$ cat config.mk
export PLATFORM = sky130hd
export DESIGN_NAME = utf8_to_wtf16_transcoder_flat
export DESIGN_NICKNAME = d
export VERILOG_FILES = /design/src/hw/rtl/u8w16_pkg.sv /design/src/hw/rtl/u8w16_in_if.sv /design/src/hw/rtl/u8w16_out_if.sv /design/src/hw/rtl/u8w16_front.sv /design/src/hw/rtl/u8w16_queue.sv /design/src/hw/rtl/u8w16_back.sv /design/src/hw/rtl/utf8_to_wtf16_transcoder.sv /design/src/flat_wrapper.sv
export SDC_FILE = /design/constraint.sdc
export NUM_CORES = 1
export LEC_CHECK = 0
export BUFFER_PORTS_ARGS = -buffer_cell sky130_fd_sc_hd__buf_2
export CAP_MARGIN = 25
export CORE_MARGIN = 2
export CORE_UTILIZATION = 37
export DETAILED_ROUTE_END_ITERATION = 12
export PLACE_DENSITY = 0.54
export SLEW_MARGIN = 20
export SYNTH_ARGS = -nofsm -noshare
export SYNTH_HDL_FRONTEND = slang
export SYNTH_HIERARCHICAL = 1
export SYNTH_SLANG_ARGS = --single-unit
$ cat constraint.sdc
create_clock -name i_clk -period 4.95 [get_ports i_clk]
set_input_delay 0.495 -clock i_clk [delete_from_list [all_inputs] [get_ports i_clk]]
set_output_delay 0.495 -clock i_clk [all_outputs]
set_load 0.02 [all_outputs]
$ cat src/hw/rtl/u8w16_pkg.sv
// ============================================================================
// u8w16_pkg
// Shared constants and types for the UTF-8 to WTF-16 transcoder.
// ============================================================================
package u8w16_pkg;

    localparam logic [15:0] REPL_UNIT    = 16'hFFFD;
    localparam logic [15:0] SURR_HI_BASE = 16'hD800;
    localparam logic [15:0] SURR_LO_BASE = 16'hDC00;
    localparam logic [20:0] SUPP_BASE    = 21'h10000;

    // Default depth of the queue between decoder and output stage
    localparam int QUEUE_DEPTH = 4;

    // One decoded byte: one or two code units
    typedef struct packed {
        logic [15:0] unit0;
        logic [15:0] unit1;
        logic        two;
        logic        last;
    } t_rec;

endpackage

$ cat src/hw/rtl/u8w16_in_if.sv
// ============================================================================
// u8w16_in_if
// Byte channel: one UTF-8 byte per beat with an end-of-string flag.
// ============================================================================
interface u8w16_in_if;
    logic       valid;
    logic       ready;
    logic [7:0] byte_value;
    logic       last_byte;

    modport source (output valid, output byte_value, output last_byte, input ready);
    modport sink   (input valid, input byte_value, input last_byte, output ready);
endinterface

$ cat src/hw/rtl/u8w16_out_if.sv
// ============================================================================
// u8w16_out_if
// Unit channel: one WTF-16 code unit per beat with item and string markers.
// ============================================================================
interface u8w16_out_if;
    logic        valid;
    logic        ready;
    logic [15:0] code_unit;
    logic        last_of_item;
    logic        last_of_string;

    modport source (output valid, output code_unit, output last_of_item,
                    output last_of_string, input ready);
    modport sink   (input valid, input code_unit, input last_of_item,
                    input last_of_string, output ready);
endinterface

$ cat src/hw/rtl/u8w16_front.sv
// ============================================================================
// u8w16_front
// Byte decoder: tracks the partial code point, forms zero, one or two units per
// accepted byte and pushes any units as one record into the queue.
// ============================================================================
module u8w16_front (
    input  logic              i_clk,
    input  logic              i_rst_n,
    u8w16_in_if.sink          i_in,
    input  logic              i_q_ready,
    output logic              o_push,
    output u8w16_pkg::t_rec   o_rec
);

    logic [20:0] r_cp;
    logic [20:0] n_cp;
    logic [1:0]  r_due;
    logic [1:0]  n_due;

    logic [7:0]  b;
    logic [20:0] cp_done;
    logic [20:0] cp_off;
    logic [15:0] surr_hi;
    logic [15:0] surr_lo;
    logic        take_lead;
    logic [1:0]  cnt;
    logic [15:0] u0;
    logic [15:0] u1;
    logic        accept;

    assign b       = i_in.byte_value;
    assign cp_done = {r_cp[14:0], b[5:0]};
    assign cp_off  = cp_done - u8w16_pkg::SUPP_BASE;
    assign surr_hi = u8w16_pkg::SURR_HI_BASE + {5'd0, cp_off[20:10]};
    assign surr_lo = u8w16_pkg::SURR_LO_BASE | {6'd0, cp_off[9:0]};

    assign i_in.ready = i_q_ready;
    assign accept     = i_in.valid && i_q_ready;

    always_comb begin
        n_cp      = r_cp;
        n_due     = r_due;
        cnt       = 2'd0;
        u0        = '0;
        u1        = '0;
        take_lead = 1'b0;

        if (r_due != 2'd0) begin
            if (b[7:6] == 2'b10) begin
                n_cp  = cp_done;
                n_due = r_due - 2'd1;
                if (n_due == 2'd0) begin
                    n_cp = '0;
                    if (cp_done[20:16] == 5'd0) begin
                        u0  = cp_done[15:0];
                        cnt = 2'd1;
                    end else begin
                        u0  = surr_hi;
                        u1  = surr_lo;
                        cnt = 2'd2;
                    end
                end
            end else begin
                // broken sequence: replace it, then reparse this byte as a lead
                u0        = u8w16_pkg::REPL_UNIT;
                cnt       = 2'd1;
                n_due     = 2'd0;
                n_cp      = '0;
                take_lead = 1'b1;
            end
        end else begin
            take_lead = 1'b1;
        end

        if (take_lead) begin
            if (b[7] == 1'b0) begin
                if (cnt == 2'd0) u0 = {8'd0, b};
                else             u1 = {8'd0, b};
                cnt = cnt + 2'd1;
            end else if (b[7:5] == 3'b110) begin
                n_cp  = {16'd0, b[4:0]};
                n_due = 2'd1;
            end else if (b[7:4] == 4'b1110) begin
                n_cp  = {17'd0, b[3:0]};
                n_due = 2'd2;
            end else if (b[7:3] == 5'b11110) begin
                n_cp  = {18'd0, b[2:0]};
                n_due = 2'd3;
            end else begin
                if (cnt == 2'd0) u0 = u8w16_pkg::REPL_UNIT;
                else             u1 = u8w16_pkg::REPL_UNIT;
                cnt = cnt + 2'd1;
            end
        end

        if (i_in.last_byte) begin
            // sequence cut off at end of string
            if (n_due != 2'd0) begin
                if (cnt == 2'd0) u0 = u8w16_pkg::REPL_UNIT;
                else             u1 = u8w16_pkg::REPL_UNIT;
                cnt = cnt + 2'd1;
            end
            n_due = 2'd0;
            n_cp  = '0;
        end
    end

    assign o_push     = accept && (cnt != 2'd0);
    assign o_rec.unit0 = u0;
    assign o_rec.unit1 = u1;
    assign o_rec.two   = (cnt == 2'd2);
    assign o_rec.last  = i_in.last_byte;

    always_ff @(posedge i_clk) begin
        if (!i_rst_n) begin
            r_cp  <= '0;
            r_due <= '0;
        end else if (accept) begin
            r_cp  <= n_cp;
            r_due <= n_due;
        end
    end

endmodule

$ cat src/hw/rtl/u8w16_queue.sv
// ============================================================================
// u8w16_queue
// Small register queue of decoded records between decoder and output stage.
// ============================================================================
module u8w16_queue #(
    parameter int DEPTH = u8w16_pkg::QUEUE_DEPTH
) (
    input  logic              i_clk,
    input  logic              i_rst_n,
    input  logic              i_push,
    input  u8w16_pkg::t_rec   i_rec,
    output logic              o_ready,
    input  logic              i_pop,
    output logic              o_valid,
    output u8w16_pkg::t_rec   o_rec
);

    localparam int PTR_W = (DEPTH > 1) ? $clog2(DEPTH) : 1;
    localparam int CNT_W = $clog2(DEPTH + 1);

    u8w16_pkg::t_rec   r_mem [DEPTH];
    logic [PTR_W-1:0]  r_wr_ptr;
    logic [PTR_W-1:0]  r_rd_ptr;
    logic [CNT_W-1:0]  r_count;
    logic              do_push;
    logic              do_pop;

    assign o_ready = (r_count != CNT_W'(DEPTH));
    assign o_valid = (r_count != '0);
    assign o_rec   = r_mem[r_rd_ptr];
    assign do_push = i_push && o_ready;
    assign do_pop  = i_pop && o_valid;

    always_ff @(posedge i_clk) begin
        if (do_push) begin
            r_mem[r_wr_ptr] <= i_rec;
        end
    end

    always_ff @(posedge i_clk) begin
        if (!i_rst_n) begin
            r_wr_ptr <= '0;
            r_rd_ptr <= '0;
            r_count  <= '0;
        end else begin
            if (do_push) begin
                r_wr_ptr <= (r_wr_ptr == PTR_W'(DEPTH - 1)) ? '0 : r_wr_ptr + 1'b1;
            end
            if (do_pop) begin
                r_rd_ptr <= (r_rd_ptr == PTR_W'(DEPTH - 1)) ? '0 : r_rd_ptr + 1'b1;
            end
            if (do_push && !do_pop) begin
                r_count <= r_count + 1'b1;
            end else if (do_pop && !do_push) begin
                r_count <= r_count - 1'b1;
            end
        end
    end

endmodule

$ cat src/hw/rtl/u8w16_back.sv
// ============================================================================
// u8w16_back
// Output stage: pops records and sends their units one beat at a time from
// an output register.
// ============================================================================
module u8w16_back (
    input  logic              i_clk,
    input  logic              i_rst_n,
    input  logic              i_q_valid,
    input  u8w16_pkg::t_rec   i_q_rec,
    output logic              o_pop,
    u8w16_out_if.source       o_out
);

    logic        r_valid;
    logic [15:0] r_unit;
    logic        r_last_item;
    logic        r_last_str;
    logic        r_pend;
    logic [15:0] r_pend_unit;
    logic        r_pend_last;
    logic        load_ok;

    assign load_ok = !r_valid || o_out.ready;
    assign o_pop   = load_ok && !r_pend && i_q_valid;

    assign o_out.valid          = r_valid;
    assign o_out.code_unit      = r_unit;
    assign o_out.last_of_item   = r_last_item;
    assign o_out.last_of_string = r_last_str;

    always_ff @(posedge i_clk) begin
        if (!i_rst_n) begin
            r_valid <= 1'b0;
            r_pend  <= 1'b0;
        end else if (load_ok) begin
            if (r_pend) begin
                r_valid <= 1'b1;
                r_pend  <= 1'b0;
            end else begin
                r_valid <= i_q_valid;
                r_pend  <= i_q_valid && i_q_rec.two;
            end
        end
    end

    always_ff @(posedge i_clk) begin
        if (load_ok) begin
            if (r_pend) begin
                // second unit of a pair
                r_unit      <= r_pend_unit;
                r_last_item <= 1'b1;
                r_last_str  <= r_pend_last;
            end else if (i_q_valid) begin
                r_unit      <= i_q_rec.unit0;
                r_last_item <= !i_q_rec.two;
                r_last_str  <= i_q_rec.last && !i_q_rec.two;
                r_pend_unit <= i_q_rec.unit1;
                r_pend_last <= i_q_rec.last;
            end
        end
    end

endmodule

$ cat src/hw/rtl/utf8_to_wtf16_transcoder.sv
// ============================================================================
// utf8_to_wtf16_transcoder
// UTF-8 byte stream to WTF-16 code units, errors replaced by 0xFFFD.
// ============================================================================
//  Port     Dir   Beat carries
//  i_in     in    byte_value[7:0], last_byte
//  o_out    out   code_unit[15:0], last_of_item, last_of_string
//
//  A byte is taken every cycle while the record queue has room; each byte
//  yields zero, one or two units, and the output register sends one unit per
//  cycle while o_out is ready, so the two units of a pair leave as separate beats.
//  A byte's first unit is registered in the queue, then in the output register.
//  Reset (synchronous, active low) empties the queue and clears the decoder.
//  Output stalls back up through the queue to i_in.ready.
// ============================================================================
module utf8_to_wtf16_transcoder #(
    parameter int QUEUE_DEPTH = u8w16_pkg::QUEUE_DEPTH
) (
    input  logic         i_clk,
    input  logic         i_rst_n,
    u8w16_in_if.sink     i_in,
    u8w16_out_if.source  o_out
);

    logic              push;
    logic              q_ready;
    logic              q_valid;
    logic              pop;
    u8w16_pkg::t_rec   push_rec;
    u8w16_pkg::t_rec   head_rec;

    u8w16_front u_front (
        .i_clk     (i_clk),
        .i_rst_n   (i_rst_n),
        .i_in      (i_in),
        .i_q_ready (q_ready),
        .o_push    (push),
        .o_rec     (push_rec)
    );

    u8w16_queue #(
        .DEPTH (QUEUE_DEPTH)
    ) u_queue (
        .i_clk   (i_clk),
        .i_rst_n (i_rst_n),
        .i_push  (push),
        .i_rec   (push_rec),
        .o_ready (q_ready),
        .i_pop   (pop),
        .o_valid (q_valid),
        .o_rec   (head_rec)
    );

    u8w16_back u_back (
        .i_clk     (i_clk),
        .i_rst_n   (i_rst_n),
        .i_q_valid (q_valid),
        .i_q_rec   (head_rec),
        .o_pop     (pop),
        .o_out     (o_out)
    );

endmodule
$ cat src/flat_wrapper.sv
// flat-port wrapper written by rule: the top's interface ports become plain ports
module utf8_to_wtf16_transcoder_flat 
#(
    parameter int QUEUE_DEPTH = u8w16_pkg::QUEUE_DEPTH
)
  (i_clk, i_rst_n, i_in_valid, i_in_byte_value, i_in_last_byte, i_in_ready, o_out_valid, o_out_code_unit, o_out_last_of_item, o_out_last_of_string, o_out_ready);
  u8w16_in_if i_in_i ();
  u8w16_out_if o_out_i ();
  input  logic i_clk;
  input  logic i_rst_n;
  input wire logic [$bits(i_in_i.valid)-1:0] i_in_valid;
  input wire logic [$bits(i_in_i.byte_value)-1:0] i_in_byte_value;
  input wire logic [$bits(i_in_i.last_byte)-1:0] i_in_last_byte;
  output wire logic [$bits(i_in_i.ready)-1:0] i_in_ready;
  output wire logic [$bits(o_out_i.valid)-1:0] o_out_valid;
  output wire logic [$bits(o_out_i.code_unit)-1:0] o_out_code_unit;
  output wire logic [$bits(o_out_i.last_of_item)-1:0] o_out_last_of_item;
  output wire logic [$bits(o_out_i.last_of_string)-1:0] o_out_last_of_string;
  input wire logic [$bits(o_out_i.ready)-1:0] o_out_ready;
  assign i_in_i.valid = i_in_valid;
  assign i_in_i.byte_value = i_in_byte_value;
  assign i_in_i.last_byte = i_in_last_byte;
  assign i_in_ready = i_in_i.ready;
  assign o_out_valid = o_out_i.valid;
  assign o_out_code_unit = o_out_i.code_unit;
  assign o_out_last_of_item = o_out_i.last_of_item;
  assign o_out_last_of_string = o_out_i.last_of_string;
  assign o_out_i.ready = o_out_ready;
  utf8_to_wtf16_transcoder #(.QUEUE_DEPTH(QUEUE_DEPTH)) u_core (.i_clk(i_clk), .i_rst_n(i_rst_n), .i_in(i_in_i), .o_out(o_out_i));
endmodule
Yosys cells after proc, flatten, opt, wreduce, memory -nomap -nowiden
Memories as Yosys holds them, arrays and structs flattened. A register that Yosys moved wholly into a read port is not among the register bits.
Index checks and enable logic that the tools add are counted.

storage, ports and cells
  register bits after elaboration = 67
  bits in latches = 0
  bits in writable memories = 136
  bits in read-only memories = 0
  output and inout port bits = 20
  word-level logic and storage cells = 132
  memories = 1

cells by class
  add/sub/neg operators = 9
  $mul = 0
  div/mod/pow operators = 0
  magnitude comparators = 0
  equality and inequality tests = 8
  shift operators = 0
  multiplexer cells = 73
  bitwise logic cells = 1
  reductions and logical operators = 28

memories
  memory                depth  width  rd ports  clocked after memory_dff  wr ports  RTL line           text
  u_core.u_queue.r_mem  4      34     1         1                         1         u8w16_queue.sv:21  u8w16_pkg::t_rec r_mem [DEPTH];

operators by type and width
  cell                                                                    count
  16-bit two-way mux                                                      30
  21-bit two-way mux                                                      9
  2-bit two-way mux                                                       23
  21-bit by 17-bit subtractor with 21-bit output (second input constant)  1
  15-bit by 12-bit adder with 16-bit output (first input constant)        1
  1-bit logical AND                                                       10
  2-bit nonzero test                                                      5
  1-bit two-way mux                                                       9
  2-bit by 1-bit adder with 2-bit output (second input constant)          4
  2-bit == test (second input constant)                                   4
  2-bit logical NOT                                                       3
  3-bit two-way mux                                                       2
  5-bit == test (second input constant)                                   1
  1-bit logical NOT                                                       5
  5-bit logical NOT                                                       1
  4-bit == test (second input constant)                                   1
  3-bit by 1-bit adder with 3-bit output (second input constant)          1
  3-bit == test (second input constant)                                   1
  3-bit != test (second input constant)                                   1
  3-bit AND reduction                                                     1
  3-bit nonzero test                                                      1
  3-bit by 1-bit subtractor with 3-bit output (second input constant)     1
  2-bit AND reduction                                                     1
  2-bit by 1-bit subtractor with 2-bit output (second input constant)     1
  2 further kinds                                                         2

Logic depth before layout (Yosys ltp)
  word-level depth = 21
  depth in mapped cells = 17
  depth with buffers taken out = 16

By module
The synthesis kept the hierarchy.

modules (own cells, without submodules)
  module       instances  cells an instance  area an instance (um^2)
  u8w16_queue  1          229                5,385.2
  u8w16_front  1          248                1,840.5
  u8w16_back   1          68                 1,443.9

Least setup slack after synthesis
Ideal clock, no wire load.

  kind = register to register
  start = reg u_core.u_front.r_due[1]
  end = reg u_core.u_queue.r_count[2]
  arrival = 3.670 ns
  data required time = 4.874 ns
  path slack = 1.204 ns
  stages on the path, launching flop included = 18
  buffers on the path = 1
  period minus slack after synthesis = 3.746 ns
  cell sequence = dfxtp_1 > inv_1 > ha_1 > buf_2 > nand2b_1 > nor3_2 > a21o_1 > nor2b_1 > ha_1 > o41ai_1 > a31oi_1 > and2_4 > ha_1 > inv_1 > fa_1 > xor2_1 > or3_2 > a21boi_0

between the ends
  cells in the longest elaborated chain, start to end = 20
  elaborated cells on any way between the ends = 32

RTL lines
  what                                         RTL line                              text
  from (decl)                                  u8w16_front.sv:17                     logic [1:0] r_due;
  from (signal assigned)                       u8w16_front.sv:120                    r_due <= n_due;
  2-bit by 1-bit subtractor with 2-bit output  u8w16_front.sv:51                     n_due = r_due - 2'd1;
  2-bit logical NOT                            u8w16_front.sv:52                     if (n_due == 2'd0) begin
  2-bit two-way mux                            u8w16_front.sv:52
  2-bit two-way mux                            u8w16_front.sv:49                     if (b[7:6] == 2'b10) begin
  2-bit two-way mux                            u8w16_front.sv:48                     if (r_due != 2'd0) begin
  2-bit by 1-bit adder with 2-bit output       u8w16_front.sv:79, u8w16_front.sv:92
  2-bit two-way mux                            u8w16_front.sv:86                     end else if (b[7:3] == 5'b11110) begin
  2-bit two-way mux                            u8w16_front.sv:83                     end else if (b[7:4] == 4'b1110) begin
  [... 6 more ...]                             --
  2-bit nonzero test *                         u8w16_front.sv:108                    assign o_push = accept && (cnt != 2'd0);
  1-bit logical AND *                          u8w16_front.sv:108
  net u_core.push                              utf8_to_wtf16_transcoder.sv:25        logic push;
  1-bit logical AND *                          u8w16_queue.sv:31                     assign do_push = i_push && o_ready;
  net u_core.u_queue.do_push                   u8w16_queue.sv:25                     logic do_push;
  1-bit logical NOT                            u8w16_queue.sv:54                     end else if (do_pop && !do_push) begin
  1-bit logical AND                            u8w16_queue.sv:54
  2-bit nonzero test (no line)                 --
  to (signal assigned)                         u8w16_queue.sv:53                     r_count <= r_count + 1'b1;
  to (signal assigned)                         u8w16_queue.sv:55                     r_count <= r_count - 1'b1;
  to (decl)                                    u8w16_queue.sv:24                     logic [CNT_W-1:0] r_count;

The timed path passes the listed nets; every way through them passes the cells marked *.
A chain may end at the register's enable or synchronous reset.

Worst setup path after layout
Ends and elaborated chain as after synthesis.

==> out/qor.csv <==
stage,metric,value,unit
global_route,grt_pass1_vias,4888,
logic_synthesis,synth_ff_type,edfxtp_1,
layout,mostFrequentLayoutCell,edfxtp_1,
logic_synthesis,ys_seq_area_share,65.69,%
logic_synthesis,netlist_area,8670,sq um
logic_synthesis,yosys.area.top_type,edfxtp_1,
worst_setup_path,crit_type,flop to flop,
worst_setup_path,cp_max_fo,21,
timing,period_minus_slack,4.570,ns
power_and_ir_drop,net-switching-power,1526,uW
power_and_ir_drop,ir_worst_vdd,0.0003160,V
floorplanning,pin_count,33,
floorplanning,die_h,157.1,um
clock_tree,cts.reportedPaths.clkPinSlew,0.07,ns
timing,drv_slew,0,
clock_tree,cts_root_buf,clkbuf_16,
route,route.antenna.remaining_nets,0,
job,drv_cap,0,
global_route,grt_pass1_wl,28390,um
layout,mostFrequentLayoutCells,"edfxtp_1 (171), mux4_2 (34), buf_2 (32)",
timing,fin_ws,0.3797,ns
worst_setup_path,crit_path_end_kind,flop,
clock_tree,clkSinkCount,199,
global_route,grt_max_degree,35,
layout,layout-drive-gt1-share,26.15,%
clock_tree,cts_setup_buffers,0,
clock_tree,htreeDepth,4,
power_and_ir_drop,seq_power_share,45.6,%
route,wl_met3,690,um
logic_synthesis,yosysTopAreaCellShare,59.23,%
place,dp_slack,0.3700,ns
min_path,min-delay-path-class,primary input to flop,
power_and_ir_drop,p_leak,0.003390,uW
timing,grt_setup_unrepaired,false,
floorplanning,rows,56,
power_and_ir_drop,sw_frac_of_total,28.42,%
route,wl_met1,8299,um
global_route,grt_antenna_before_repair,0,
clock_tree,cts_buffer_depth,2,
power_and_ir_drop,power.internal,3843,uW
global_route,grt_overflow,0,
timing,slew_headroom,38.84,%
logic_synthesis,synth-edff-count,171,
place,dp_hpwl,12010,um
logic_synthesis,async_flop_share,0,%
timing,period_share,92.33,%
logic_synthesis,avgSynthCellArea,15.91,sq um
power_and_ir_drop,clkPwrFrac,29.3,%
route,wire_per_inst,19.97,um
route,vias,4674,
layout,antenna_cells,0,
clock_tree,clock_latency,0.43,ns
route,wl_met2,8900,um
worst_setup_path,worst_ep_arrival_time,4.93,ns
floorplanning,die-area,24670,sq um
route,routed.top_layer,met4,
power_and_ir_drop,pwr_density_cell,548.8,nW/um^2
logic_synthesis,synth-warning-count,6,
floorplanning,start_util,37.27,%
floorplanning,die_x,157.1,um
timing,fmax,218.8,MHz
place,place.port_buffers,32,
logic_synthesis,ys_types,69,
timing,setup_violations,0,
floorplanning,coreArea,23260,sq um
timing,hold_viol_final,0,
route,wirelength,18130,um
place,gp_congestion,0.8654,
clock_tree,cts_resized,0,
outcome,status,completed,
power_and_ir_drop,p_comb_share,25.1,%
logic_synthesis,ys_seq_elements,199,
logic_synthesis,synth.area.top_cells,"edfxtp_1 (59%), mux4_2 (8.8%), dfxtp_1 (6.5%)",
clock_tree,numCtsBuffers,17,
logic_synthesis,syn-num-nets,569,
route,firstDrtPassIters,4,
timing,setup_tns,0,ns
route,via_per_inst,5.148,
route,drc,0,
clock_tree,cts_tree,done,
layout,fillers,2164,
route,drtIter0Drc,354,
worst_setup_path,start_kind,flop,
timing,finClkSkew,0.008922,ns
clock_tree,postCtsHoldBufs,0,
global_route,grt_use_total,15.56,%
worst_setup_path,cp.required,5.31,ns
layout,area_growth,12.86,%
logic_synthesis,syn-instance-count,545,
timing,worst_pin_slew,0.9173,ns
layout,final_nets,600,
## power groups by stage
stage	registers [uW]	logic (uW)	clock network, uW
floorplan	2520	939	0
global placement	2490	1360	0
detailed placement	2500	1380	0
CTS	2460	1380	1600
global route	2500	1470	1660
finish	2450	1350	1570
## synthesized netlist by cell type (3+ instances only)
cell      instances
nor2b_1          22
nor3_1            5
o21ai_2           4
buf_4             9
o22ai_1           3
nor2_1           19
buf_2             8
mux2_4           13
ha_1             10
and2_1            7
nand2_1          26
a21o_1            9
nor3b_1           4
nand2b_1          6
mux2i_1           9
inv_1            12
a22oi_1          14
edfxtp_1        171
mux2_2            3
and3_2            4
dfxtp_1          28
xnor2_1           3
nand3_1           6
o21ai_1           3
clkbuf_1         11
mux4_2           34
a21oi_1          19
o21ai_0          30
buf_6             4
## stage by stage
stage / instance area [sq um] / utilization (%) / hold WS, ns / power, uW / std cells
6_report: 9784 / 42.06 / 0.3684 / 5369 / 908
3_5_place_dp: 9105 / 39.14 / 0.5094 / 3875 / 875
3_3_place_gp: 9105 / 39.14 / 0.4828 / 3841 / 875
2_1_floorplan: 8670 / - / 0.4624 / 3462 / 545
4_1_cts: 9777 / 42.03 / 0.3598 / 5446 / 907
5_1_grt: 9784 / 42.06 / 0.3834 / 5625 / 908
## metal layers
metal	up-vias	global-route usage [%]
met5	-	0
met4	0	5.152
met3	18	2.808
met2	108	25.54
met1	2373	21.02
li1	2175	-
## final cells by class
class | count | area (sq um) | share of cell area (%)
Clock buffer | 17 | 425.4 | 4.348
Clock inverter | 15 | 246.5 | 2.519
Inverter | 12 | 45.04 | 0.4604
Multi-Input combinational cell | 299 | 2699 | 27.58
Sequential cell | 199 | 5697 | 58.22
Tap cell | 319 | 399.1 | 4.079
Timing Repair Buffer | 47 | 272.8 | 2.788
## logic make-up after synthesis
| kind of cell | synth area share [%] |
|---|---|
| AND/OR/NAND/NOR | 7.866 |
| multiplexers | 12.51 |
| AO/OA/AOI/OAI | 8.486 |
| buffers and inverters | 3.262 |
| flip-flops | 65.69 |
| adder cells (fa/ha/maj) | 1.674 |
| XOR/XNOR | 0.5052 |
## state kept, by name, summed over array words and instances, names as in the netlist, 2 cells and up, named ones only
signal                         flops
u_core/u_back/r_pend_unit         16
u_core/u_front/r_due               2
u_core/u_back/o_out.code_unit     16
u_core/u_queue/r_mem             136
u_core/u_queue/r_count             3
u_core/u_queue/r_rd_ptr            2
u_core/u_queue/r_wr_ptr            2
u_core/u_front/r_cp               15
## worst max-delay path: stages (launching register included)
cell and delay [ns]:
dfxtp_1 0.43, inv_1 0.14, ha_1 0.44, nand2b_1 0.29, nor3_2 0.36, a21o_1 0.28
nor2b_1 0.12, ha_1 0.31, o41ai_1 0.09, a31oi_1 0.40, and2_4 0.26, ha_1 0.19
inv_1 0.06, fa_1 0.39, xor2_1 0.19, or3_2 0.40, a21boi_0 0.16
## path summary, 6_finish.rpt
kind                         startpoint                          to  slack (ns)  cells past startpoint
max             u_core/u_front/r_due[1]   u_core/u_queue/r_count[2]        0.38                     16
min                         o_out_ready        u_core/u_back/r_pend        0.37                      3
max reg2reg     u_core/u_front/r_due[1]   u_core/u_queue/r_count[2]        0.38                     16
min reg2reg  u_core/u_queue/r_wr_ptr[1]  u_core/u_queue/r_wr_ptr[1]        0.52                      2
No activity file was read; power rests on OpenSTA's default activity.
